**config.mk**
```make
export PLATFORM = sky130hd
export DESIGN_NAME = svit_ram
export DESIGN_NICKNAME = d
export VERILOG_FILES = /design/src/hdl/svit_ram.sv
export SDC_FILE = /design/constraint.sdc
export NUM_CORES = 1
export LEC_CHECK = 0
export ABC_AREA = 1
export CORE_UTILIZATION = 40
export DETAILED_ROUTE_END_ITERATION = 10
export DONT_BUFFER_PORTS = 1
export PLACE_DENSITY = 0.59
export SETUP_SLACK_MARGIN = 0.3
export SLEW_MARGIN = 0
export SYNTH_ARGS = -nofsm -noshare
export SYNTH_HDL_FRONTEND = slang
export SYNTH_SLANG_ARGS = --single-unit
export TNS_END_PERCENT = 30
```
**constraint.sdc**
```tcl
create_clock -name clock -period 1.8 [get_ports clock]
set_input_delay 0.18 -clock clock [delete_from_list [all_inputs] [get_ports clock]]
set_output_delay 0.18 -clock clock [all_outputs]
set_load 0.02 [all_outputs]
```
**src/hdl/svit_ram.sv**
```systemverilog
// Generic simple dual-port RAM with one write port and a registered read port.
`timescale 1ns / 1ps

module svit_ram #(
   parameter int WIDTH = 8,
   parameter int DEPTH = 16
) (
   input  logic                     clock,
   input  logic                     wr_en,
   input  logic [$clog2(DEPTH)-1:0] wr_addr,
   input  logic [WIDTH-1:0]         wr_data,
   input  logic [$clog2(DEPTH)-1:0] rd_addr,
   output logic [WIDTH-1:0]         rd_data
);

   logic [WIDTH-1:0] mem [DEPTH];

   always_ff @(posedge clock) begin
      if (wr_en) begin
         mem[wr_addr] <= wr_data;
      end
      rd_data <= mem[rd_addr];
   end

endmodule

```
==> metrics, run 1 <==
share of the synthesized area in the top cell type=66.7%; root buf cell=sky130_fd_sc_hd__clkbuf_16; tightest hold margin=-0.0239 ns; drt initial violations=about 450; Tcrit/Tclk final=62.5%; measured slew at the worst slew-check pin=0.783 ns; GP Congestion=0.844; worst setup skew after layout=0.00928 ns; crit path capture=mem[7][0]; relative slew slack=47.6%; maximum number of buffers from clock root to sink=2; worst slack after detailed placement=0.474 ns; Max Cap Violations=0; Warnings, synthesis=0; area growth from synthesis to layout=14.2%; num ports=26; Main synth FF type=sky130_fd_sc_hd__edfxtp_1; R2R depth=6; number of buffers added by the clock tree synthesis step=17; type of element launching the critical path=input port; H-Tree Depth=4; HPWL after detailed placement=8260 µm; Fin Setup TNS=0 ns; Initial DRT Pass Iterations=5; commonest cells in the synthesized netlist=sky130_fd_sc_hd__nand2_1, sky130_fd_sc_hd__edfxtp_1, sky130_fd_sc_hd__inv_1; count of unique library cells instantiated by Yosys=12; endpoints failing setup=0; horizontal die dimension=122 µm; time the worst path needs with I/O delays and setup=1.13 ns; required time of the critical path=1.90 ns; final routed wirelength across all metal layers=~14,000 µm; Layout fillers=1,333; source-to-sink clock delay at the later pin of the worst-skew pair=0.42 ns; cell breakdown of the critical path=dlygate4sd3_1; run status=finished with violations; maximum cell stage delay along the critical path=approximately 1.1 ns; # clock sinks=136; post-layout net count=slightly below 600; share of cells above drive strength 1=under 10%; cell with the largest stage delay on the worst path=sky130_fd_sc_hd__dlygate4sd3_1; gr usage total=19.8%; source of the critical timing path=wr_data[0]; combined area of all synthesized cells=5770 µm²; syn nets=around 570; crit path setup slack, layout=0.675 ns; origin of the critical flop-to-flop path=mem[6][5]; class of the tightest hold or removal check=in -> reg; type of element capturing the critical path=flip-flop; Lkg Pwr=2.80 nW; Post-Syn Area per Cell=10.5 µm²; Setup CP Type=in -> reg; CTS tree=yes; number of buffers and inverters on the critical path=1; Yosys top cell by area=sky130_fd_sc_hd__edfxtp_1; final design utilization=47.1%; clock-pin slew on the worst setup and hold paths=0.06 ns; Core ar.=around 14,000 µm²; count of buffers inserted at the top-level ports=0; DR DRC count=0; reg-to-reg critical path endpoint=rd_data[5]; number of enable-type register cells in the synthesized netlist=128; critical path data arrival time=1.23 ns; synthesized instance count=551; detailed-route vias per instance=4.97; Max Clk Rate=889 MHz; Final Slew Violations=0; pin count of the biggest net entering global routing=66; main area contributors after synthesis=sky130_fd_sc_hd__edfxtp_1, sky130_fd_sc_hd__nand2_1, sky130_fd_sc_hd__nand3_1; flops & latches, synth=136; maximum fanout encountered on the critical timing path=16; setup repair after global routing missed its margin=false; instance count on the critical path=1; DR vias=3,796; # rows=43; maximum resistive drop on vdd=around 0.00065 V; wire length of the first global-routing pass=20,600 µm; delay-heaviest family, CP=buffers and inverters; post-CTS setup-driven buffer insertion count=0; number of antenna violations at the first check in global routing=0; number of global-route vias before repair=3,670; post-route antenna net violation count=0; Antenna Cells=0; total global routing overflow=0; most common cell in the netlist=sky130_fd_sc_hd__nand2_1; overall die height=about 120 µm; post-DR wirelength/cell=17.7 µm; violations in the final reports=hold timing; initial standard-cell utilization of the core=41.2%; final hold violations=1; Synth async-reset ratio=0%; power density over cell area=1080 nW/µm²; portion of the post-synthesis area used by sequential elements=69.4%; full die area=14,900 µm²; setup slack on the worst flop-to-flop path=roughly 0.75 ns
[placed cells by master (no fill, tap or decap)]
master                            n
sky130_fd_sc_hd__buf_4           15
sky130_fd_sc_hd__bufinv_16        1
sky130_fd_sc_hd__clkbuf_1         3
sky130_fd_sc_hd__clkbuf_16       17
sky130_fd_sc_hd__clkbuf_8         2
sky130_fd_sc_hd__clkinv_1         2
sky130_fd_sc_hd__clkinv_2         5
sky130_fd_sc_hd__clkinvlp_4       2
sky130_fd_sc_hd__dfxtp_1          8
sky130_fd_sc_hd__dlygate4sd3_1   10
sky130_fd_sc_hd__edfxtp_1       128
sky130_fd_sc_hd__inv_1          100
sky130_fd_sc_hd__inv_2            2
sky130_fd_sc_hd__nand2_1        173
sky130_fd_sc_hd__nand3_1         96
sky130_fd_sc_hd__nand3_2          1
sky130_fd_sc_hd__nand3b_1         2
sky130_fd_sc_hd__nor2_1          17
[state kept, by name (all words and copies together), names as in the netlist]
register  cells
mem         128
rd_data       8
[per-layer routing]
layer	GRT usage (%)	vias to the layer above	part of all wire, %	routed length [µm]
li1	-	1811	-	-
met1	25.2	1804	43	5810
met2	31.1	160	48	6450
met3	5.66	21	7.0	950
met4	9.15	0	2.2	299
met5	0	-	0	0
[final cells by class]
cell class / count / area [µm²] / area share (%)
clock buffer: 22 / 464 / 7.05
clock inverter: 10 / 77.6 / 1.18
inverter: 102 / 383 / 5.81
multi-input combinational: 289 / 1220 / 18.5
sequential: 136 / 4000 / 60.8
tap: 180 / 225 / 3.42
timing repair buffer: 25 / 213 / 3.23
[metrics by stage]
step	instances	instance area [µm²]	power (mW)	hold WS (ns)
final	764	6590	7.11	-0.0239
after global routing	764	6590	7.32	0.00892
after CTS	765	6590	7.16	0.00553
after detailed placement	722	5940	3.94	0.280
after global placement	722	5940	3.93	0.280
after floorplan	551	5770	3.90	0.279
[worst min-delay path by stage]
| stage | from | endpoint | slack, ns | depth (start not counted) |
|---|---|---|---|---|
| final | rd_addr[2] | rd_data[1] | -0.02 | 3 |
| after global routing | rd_addr[2] | rd_data[1] | 0.009 | 3 |
| after CTS | rd_addr[1] | rd_data[4] | 0.006 | 4 |
| after detailed placement | wr_data[5] | mem[7][5] | 0.28 | 0 |
| after global placement | wr_data[5] | mem[6][5] | 0.28 | 0 |
| after floorplan | wr_data[0] | mem[0][0] | 0.28 | 0 |
[power by group]
group / switching [mW] / leakage, nW / internal [mW] / total (mW)
combinational: 0.241 / 1.32 / 0.107 / 0.348
sequential: 0.0569 / 1.22 / 3.54 / 3.60
clock: 1.22 / 0.265 / 1.95 / 3.17
total: 1.52 / 2.80 / 5.60 / 7.11
[repair_timing]
action                                 CTS  global route
resized for setup                        0             1
hold buffers                            11             0
setup endpoints to repair                0             1
endpoints found under the hold margin  136             0
[cells by family (layout without fill, tap and decap cells)]
family / Yosys count / after routing / synth area share, %
buffers and inverters: 126 / 159 / 9.52
flip-flops: 136 / 136 / 69.4
AND/OR/NAND/NOR: 289 / 289 / 21.0
[worst register-to-register path, cell delays in order (launching register included)]
cell                       delay [ns]
sky130_fd_sc_hd__edfxtp_1        0.36
sky130_fd_sc_hd__inv_1           0.06
sky130_fd_sc_hd__nand2_1         0.05
sky130_fd_sc_hd__nand3_1         0.09
sky130_fd_sc_hd__nand3_1         0.14
sky130_fd_sc_hd__nand3_1         0.14
sky130_fd_sc_hd__nand2_1         0.10
Power figures use the tool's default switching activity.
==> run 2: changes to the inputs <==
--- a/config.mk
+++ b/config.mk
@@ -9,7 +9,7 @@
 export CORE_UTILIZATION = 40
 export DETAILED_ROUTE_END_ITERATION = 10
 export DONT_BUFFER_PORTS = 1
-export PLACE_DENSITY = 0.59
+export PLACE_DENSITY = 0.61
 export SETUP_SLACK_MARGIN = 0.3
 export SLEW_MARGIN = 0
 export SYNTH_ARGS = -nofsm -noshare
==> constraint.sdc (replaced) <==
create_clock -name clock -period 1 [get_ports clock]
set_input_delay 0.1 -clock clock [delete_from_list [all_inputs] [get_ports clock]]
set_output_delay 0.1 -clock clock [all_outputs]
set_load 0.02 [all_outputs]
==> run 2 against run 1 <==
  * Design area rose by 5.4%
  * Power rose by 78%
  * Critical path depth rose by 5
  * Via count fell by 3.2%
  * Routed wire length fell by 4.2%
  * Highest routed layer is now met5
  * The flow still finishes with violations (hold timing)
  * Core utilization rose by 2.6 points
==> metrics, run 2 (synthesis gave the netlist of run 1 again) <==
post-route antenna net violation count=0 (unchanged); relative slew slack=54.2% (+6.6 points); Max Cap Violations=0 (unchanged); most frequent cells in the layout=sky130_fd_sc_hd__nand2_1, sky130_fd_sc_hd__edfxtp_1, sky130_fd_sc_hd__inv_1; run status=finished with violations; Initial DRT Pass Iterations=4 (-1); source-to-sink clock delay at the later pin of the worst-skew pair=0.40 ns (-0.02 ns); overall die height=122 µm (unchanged); DR vias=3,675 (-3.2%); class of the tightest hold or removal check=in -> reg; type of element launching the critical path=flip-flop; full die area=14,900 µm² (unchanged); violations in the final reports=hold timing; critical path data arrival time=1.25 ns (+0.02 ns); maximum resistive drop on vdd=0.00124 V (+91%); final design utilization=49.6% (+2.6 points); cell area after placement=6110 µm² (+2.9%); initial standard-cell utilization of the core=41.2% (unchanged); GP Congestion=0.818 (-3.0%); CTS tree=yes; Lkg Pwr=2.93 nW (+4.6%); post-layout net count=589 (unchanged); cell breakdown of the critical path=nand2_1 -> nand2_1 -> nand2_1 -> nand3_2 -> nand3_2 -> nand2_2; detailed-route vias per instance=4.82 (-3.1%); root buf cell=sky130_fd_sc_hd__clkbuf_16; final hold violations=104 (+103); type of element capturing the critical path=flip-flop; number of antenna violations at the first check in global routing=1 (+1); Antenna Cells=0 (unchanged); setup repair after global routing missed its margin=true; endpoints failing setup=0 (unchanged); HPWL after detailed placement=7910 µm (-4.3%); total global routing overflow=0 (unchanged); maximum number of buffers from clock root to sink=2 (unchanged); tightest hold margin=-0.208 ns (-0.184 ns); pin count of the biggest net entering global routing=66 (unchanged); horizontal die dimension=122 µm (unchanged); H-Tree Depth=4 (unchanged); drt initial violations=402 (-11%); count of buffers inserted at the top-level ports=0 (unchanged); worst slack after detailed placement=-0.0231 ns (-0.497 ns); required time of the critical path=1.29 ns (-0.61 ns); cell with the largest stage delay on the worst path=sky130_fd_sc_hd__edfxtp_1; power density over cell area=1820 nW/µm² (+69%); Top cell by count, worst path=sky130_fd_sc_hd__nand2_1; Setup CP Type=reg -> reg; number of buffers added by the clock tree synthesis step=17 (unchanged); # clock sinks=136 (unchanged); clock-pin slew on the worst setup and hold paths=0.05 ns (about the same); share of cells above drive strength 1=22.0% (+14 points); time the worst path needs with I/O delays and setup=0.963 ns; measured slew at the worst slew-check pin=0.687 ns (-0.0959 ns); maximum fanout encountered on the critical timing path=1 (-15); num ports=26 (unchanged); Core ar.=14,000 µm² (unchanged); maximum cell stage delay along the critical path=0.36 ns (-0.69 ns); worst setup skew after layout=0.00494 ns (-0.00433 ns); Tcrit/Tclk final=96.3%; crit path setup slack, layout=0.0368 ns (-0.638 ns); max reg flops=128 (unchanged); largest registers=mem: 128 flops, rd_data: 8 flops; post-route cell area=6940 µm² (+5.4%); Final Slew Violations=0 (unchanged); Max Clk Rate=1040 MHz; final routed wirelength across all metal layers=12,900 µm (-4.2%); post-DR wirelength/cell=17.0 µm (-4.1%); number of global-route vias before repair=3,577 (-2.5%); cts-stage hold buffer count=2 (-9); wire length of the first global-routing pass=20,200 µm (-2.2%); area growth from synthesis to layout=20.4%; DR DRC count=0 (unchanged); gr usage total=19.0% (-0.78 points); register with the most flip-flops=mem; setup slack on the worst flop-to-flop path=0.04 ns (-0.71 ns); # rows=43 (unchanged); most common cell after layout, fill and taps aside=sky130_fd_sc_hd__nand2_1
==> run 2: cell types whose count changed in the layout (fill, tap and decap cells not counted), sizes merged <==
cell          delta
buf              +8
clkbuf           -1
dlygate4sd3     -10
dlymetal6s4s     +2
==> run 2: metrics by stage <==
stage	total power, mW	hold slack [ns]	TNS (ns)	instances
final	12.7	-0.208	0	763
after global routing	13.1	-0.234	-0.00606	763
after CTS	12.7	-0.230	0	763
after detailed placement	7.15	0.200	-0.119	730
after global placement	7.15	0.201	-0.0128	730
after floorplan	7.03	0.199	0	551
==> run 2: metal layers <==
layer | vias to the layer above | global-route usage, % | share of wire, %
met5 | - | 0 | 0.12
met4 | 2 | 8.99 | 3.0
met3 | 25 | 4.87 | 5.5
met2 | 118 | 30.4 | 50
met1 | 1720 | 24.0 | 42
li1 | 1810 | - | -
==> run 2: worst paths after layout <==
check,from,end,cells past startpoint
setup / recovery,mem[3][3],rd_data[3],6
hold / removal,wr_data[1],mem[7][1],0
setup reg to reg,mem[3][3],rd_data[3],6
hold reg to reg,mem[14][4],rd_data[4],6
==> run 2: area by class of cell <==
type                       instances  area (µm²)
timing repair buffer              25         273
multi-input combinational        289        1510
fill                            1245        7050
sequential                       136        4030
clock inverter                    10        81.3
clock buffer                      21         440
tap                              180         225
inverter                         102         383
==> run 2: timing repair <==
action,4_1_cts,5_1_grt
cloned,0,0
buffers inserted,0,0
hold endpoints to repair,136,104
pin swaps,5,29
endpoints found under the setup margin,16,48
gates resized for setup,27,46
==> run 2: worst max-delay path, delay by kind of cell (launching register included) <==
| family | cells | cell delay, ns |
|---|---|---|
| DFF | 1 | 0.36 |
| and+or+nand+nor | 6 | 0.50 |
==> run 2: report_power, final <==
group | switching (mW) | total (mW) | internal (mW)
logic | 0.428 | 0.684 | 0.256
registers | 0.0879 | 6.47 | 6.39
clock network | 2.14 | 5.51 | 3.37
==> run 3: changes to the inputs <==
--- a/config.mk
+++ b/config.mk
@@ -6,10 +6,12 @@
 export NUM_CORES = 1
 export LEC_CHECK = 0
 export ABC_AREA = 1
+export CELL_PAD_IN_SITES_DETAIL_PLACEMENT = 1
+export CELL_PAD_IN_SITES_GLOBAL_PLACEMENT = 1
 export CORE_UTILIZATION = 40
 export DETAILED_ROUTE_END_ITERATION = 10
 export DONT_BUFFER_PORTS = 1
-export PLACE_DENSITY = 0.61
+export PLACE_DENSITY = 0.73
 export SETUP_SLACK_MARGIN = 0.3
 export SLEW_MARGIN = 0
 export SYNTH_ARGS = -nofsm -noshare
==> run 3 against run 2 <==
  * Setup slack got worse by 0.025 ns
  * Sequential share of layout area decreased by 0.86 points
  * The flow still finishes with violations (hold timing)
  * Design area rose by 1.0%
  * Core utilization increased by 0.51 points
  * Critical path depth down 5
==> metrics, run 3 (synthesis gave the netlist of run 1 again) <==
setup slack on the worst flop-to-flop path=0.02 ns (-0.02 ns); setup repair after global routing missed its margin=true; worst hold start=wr_data[7]; number of cells in the design after placement=732 (+0.27%); gr usage total=23.2% (+4.2 points); power density over cell area=1990 nW/µm² (+9.1%); CTS tree=yes; Tcrit/Tclk final=98.9% (+2.5 points); required time of the critical path=1.12 ns (-0.17 ns); overall die height=122 µm (unchanged); count of buffers inserted at the top-level ports=0 (unchanged); Max Cap Violations=0 (unchanged); DR vias=3,935 (+7.1%); wire length of the first global-routing pass=24,200 µm (+20%); number of global-route vias before repair=4,312 (+21%); Core ar.=14,000 µm² (unchanged); register with the most flip-flops=mem; reg-to-reg critical path endpoint=rd_data[3]; number of buffers and inverters on the critical path=1 (+1); H-Tree Depth=4 (unchanged); drt initial violations=241 (-40%); final routed wirelength across all metal layers=15,500 µm (+20%); time the worst path needs with I/O delays and setup=0.989 ns (+0.0254 ns); initial standard-cell utilization of the core=41.2% (unchanged); post-route cell area=7010 µm² (+1.0%); R2R depth=6 (unchanged); number of antenna violations at the first check in global routing=0 (-1); area of the multi-input gates=1480 µm² (-1.5%); maximum cell stage delay along the critical path=1.00 ns (+0.64 ns); post-CTS setup-driven buffer insertion count=0 (unchanged); pin count of the biggest net entering global routing=66 (unchanged); # rows=43 (unchanged); measured slew at the worst slew-check pin=0.732 ns (+0.0450 ns); total global routing overflow=0 (unchanged); type of element launching the critical path=input port; type of element capturing the critical path=flip-flop; delay-heaviest family, CP=buffers and inverters; Final Slew Violations=0 (unchanged); cell area after placement=6100 µm² (-0.16%); horizontal die dimension=122 µm (unchanged); violations in the final reports=hold timing; clock-pin slew on the worst setup and hold paths=0.06 ns (about the same); Initial DRT Pass Iterations=6 (+2); Lkg Pwr=2.97 nW (+1.4%); GP Congestion=0.801 (-2.0%); final std cells w/o fill=767 (+0.52%); post-layout net count=592 (+0.51%); Antenna Cells=0 (unchanged); maximum resistive drop on vdd=0.00131 V (+5.7%); cell with the largest stage delay on the worst path=sky130_fd_sc_hd__dlygate4sd3_1; # clock sinks=136 (unchanged); Max Clk Rate=1010 MHz (-2.6%); HPWL after detailed placement=9130 µm (+16%); area growth from synthesis to layout=21.6%; Layout fillers=1,520 (+22%); post-route antenna net violation count=0 (unchanged); relative slew slack=51.2% (-3.0 points); sink of the worst hold path=mem[13][7]; final hold violations=88 (-15%); DR DRC count=0 (unchanged); root buf cell=sky130_fd_sc_hd__clkbuf_16; num ports=26 (unchanged); most common cell after layout, fill and taps aside=sky130_fd_sc_hd__nand2_1; detailed-route vias per instance=5.13 (+6.5%); most frequent cells in the layout=sky130_fd_sc_hd__nand2_1, sky130_fd_sc_hd__edfxtp_1, sky130_fd_sc_hd__inv_1; number of buffers added by the clock tree synthesis step=17 (unchanged); endpoints failing setup=0 (unchanged); largest registers=mem: 128 flops, rd_data: 8 flops; origin of the critical flop-to-flop path=mem[3][3]; critical path data arrival time=1.11 ns (-0.14 ns); worst setup skew after layout=0.00488 ns (-0.0000652 ns); class of the tightest hold or removal check=in -> reg; full die area=14,900 µm² (unchanged); maximum fanout encountered on the critical timing path=16 (+15); post-DR wirelength/cell=20.2 µm (+19%); max reg flops=128 (unchanged); source-to-sink clock delay at the later pin of the worst-skew pair=0.42 ns (+0.02 ns); run status=finished with violations; maximum number of buffers from clock root to sink=2 (unchanged); Seq. cell area=4020 µm² (-0.47%); share of cells above drive strength 1=21.5% (-0.49 points); tightest hold margin=-0.230 ns (-0.0222 ns); cell breakdown of the critical path=dlygate4sd3_1; WHS Path Cells=0 (unchanged); Setup CP Type=in -> reg
## run 3: cell count changes in the layout (fill, tap and decap cells not counted), sizes merged
cell,before,now
buf,23,25
clkbuf,21,18
bufinv,1,5
clkinvlp,2,3
clkinv,7,6
dlygate4sd3,0,1
## run 3: per-layer routing
metal	track usage, %	routed length [µm]	vias up
met5	0	0	-
met4	9.98	433	0
met3	5.52	661	36
met2	39.5	7830	91
met1	28.0	6550	1986
li1	-	-	1822
## run 3: area by class of cell
| class | instances | area share (%) |
|---|---|---|
| inverters | 102 | 5.46 |
| clock inverters | 14 | 2.93 |
| well taps | 180 | 3.21 |
| clock buffers | 18 | 6.12 |
| multi-input cells | 289 | 21.2 |
| repair buffers | 28 | 3.89 |
| flip-flops and latches | 136 | 57.2 |
## run 3: timing repair
item | CTS | global route
gates resized for setup | 23 | 38
hold buffers | 2 | 1
setup endpoints to repair | 16 | 48
hold endpoints to repair | 136 | 104
pin swaps | 6 | 16
## run 3: report_power, final
part / total, mW / switching, mW / internal, mW
registers: 6.47 / 0.0962 / 6.38
logic: 0.705 / 0.457 / 0.248
clock network: 6.78 / 2.39 / 4.39
## run 3: worst max path at each step
| stage | depth (start not counted) | slack (ns) | startpoint | end |
|---|---|---|---|---|
| final | 1 | 0.01 | wr_data[3] | mem[5][3] |
| after global routing | 6 | -0.03 | mem[6][7] | rd_data[7] |
| after CTS | 6 | 0.02 | mem[7][4] | rd_data[4] |
| after detailed placement | 7 | -0.03 | rd_addr[0] | rd_data[5] |
| after global placement | 7 | -0.05 | rd_addr[0] | rd_data[5] |
| after floorplan | 2 | 0.03 | wr_addr[2] | mem[10][0] |
## run 3: per-stage QoR
| step | setup TNS [ns] | hold slack, ns | total power, mW | worst slack, ns | util (%) |
|---|---|---|---|---|---|
| 2_1_floorplan | 0 | 0.199 | 7.03 | 0.0264 | - |
| 3_3_place_gp | -0.0471 | 0.200 | 7.14 | -0.0471 | 43.6 |
| 3_5_place_dp | -0.552 | 0.200 | 7.17 | -0.0329 | 43.6 |
| 4_1_cts | 0 | -0.247 | 14.0 | 0.0210 | 49.0 |
| 5_1_grt | -0.176 | -0.251 | 14.3 | -0.0263 | 50.1 |
| 6_report | 0 | -0.230 | 14.0 | 0.0114 | 50.1 |
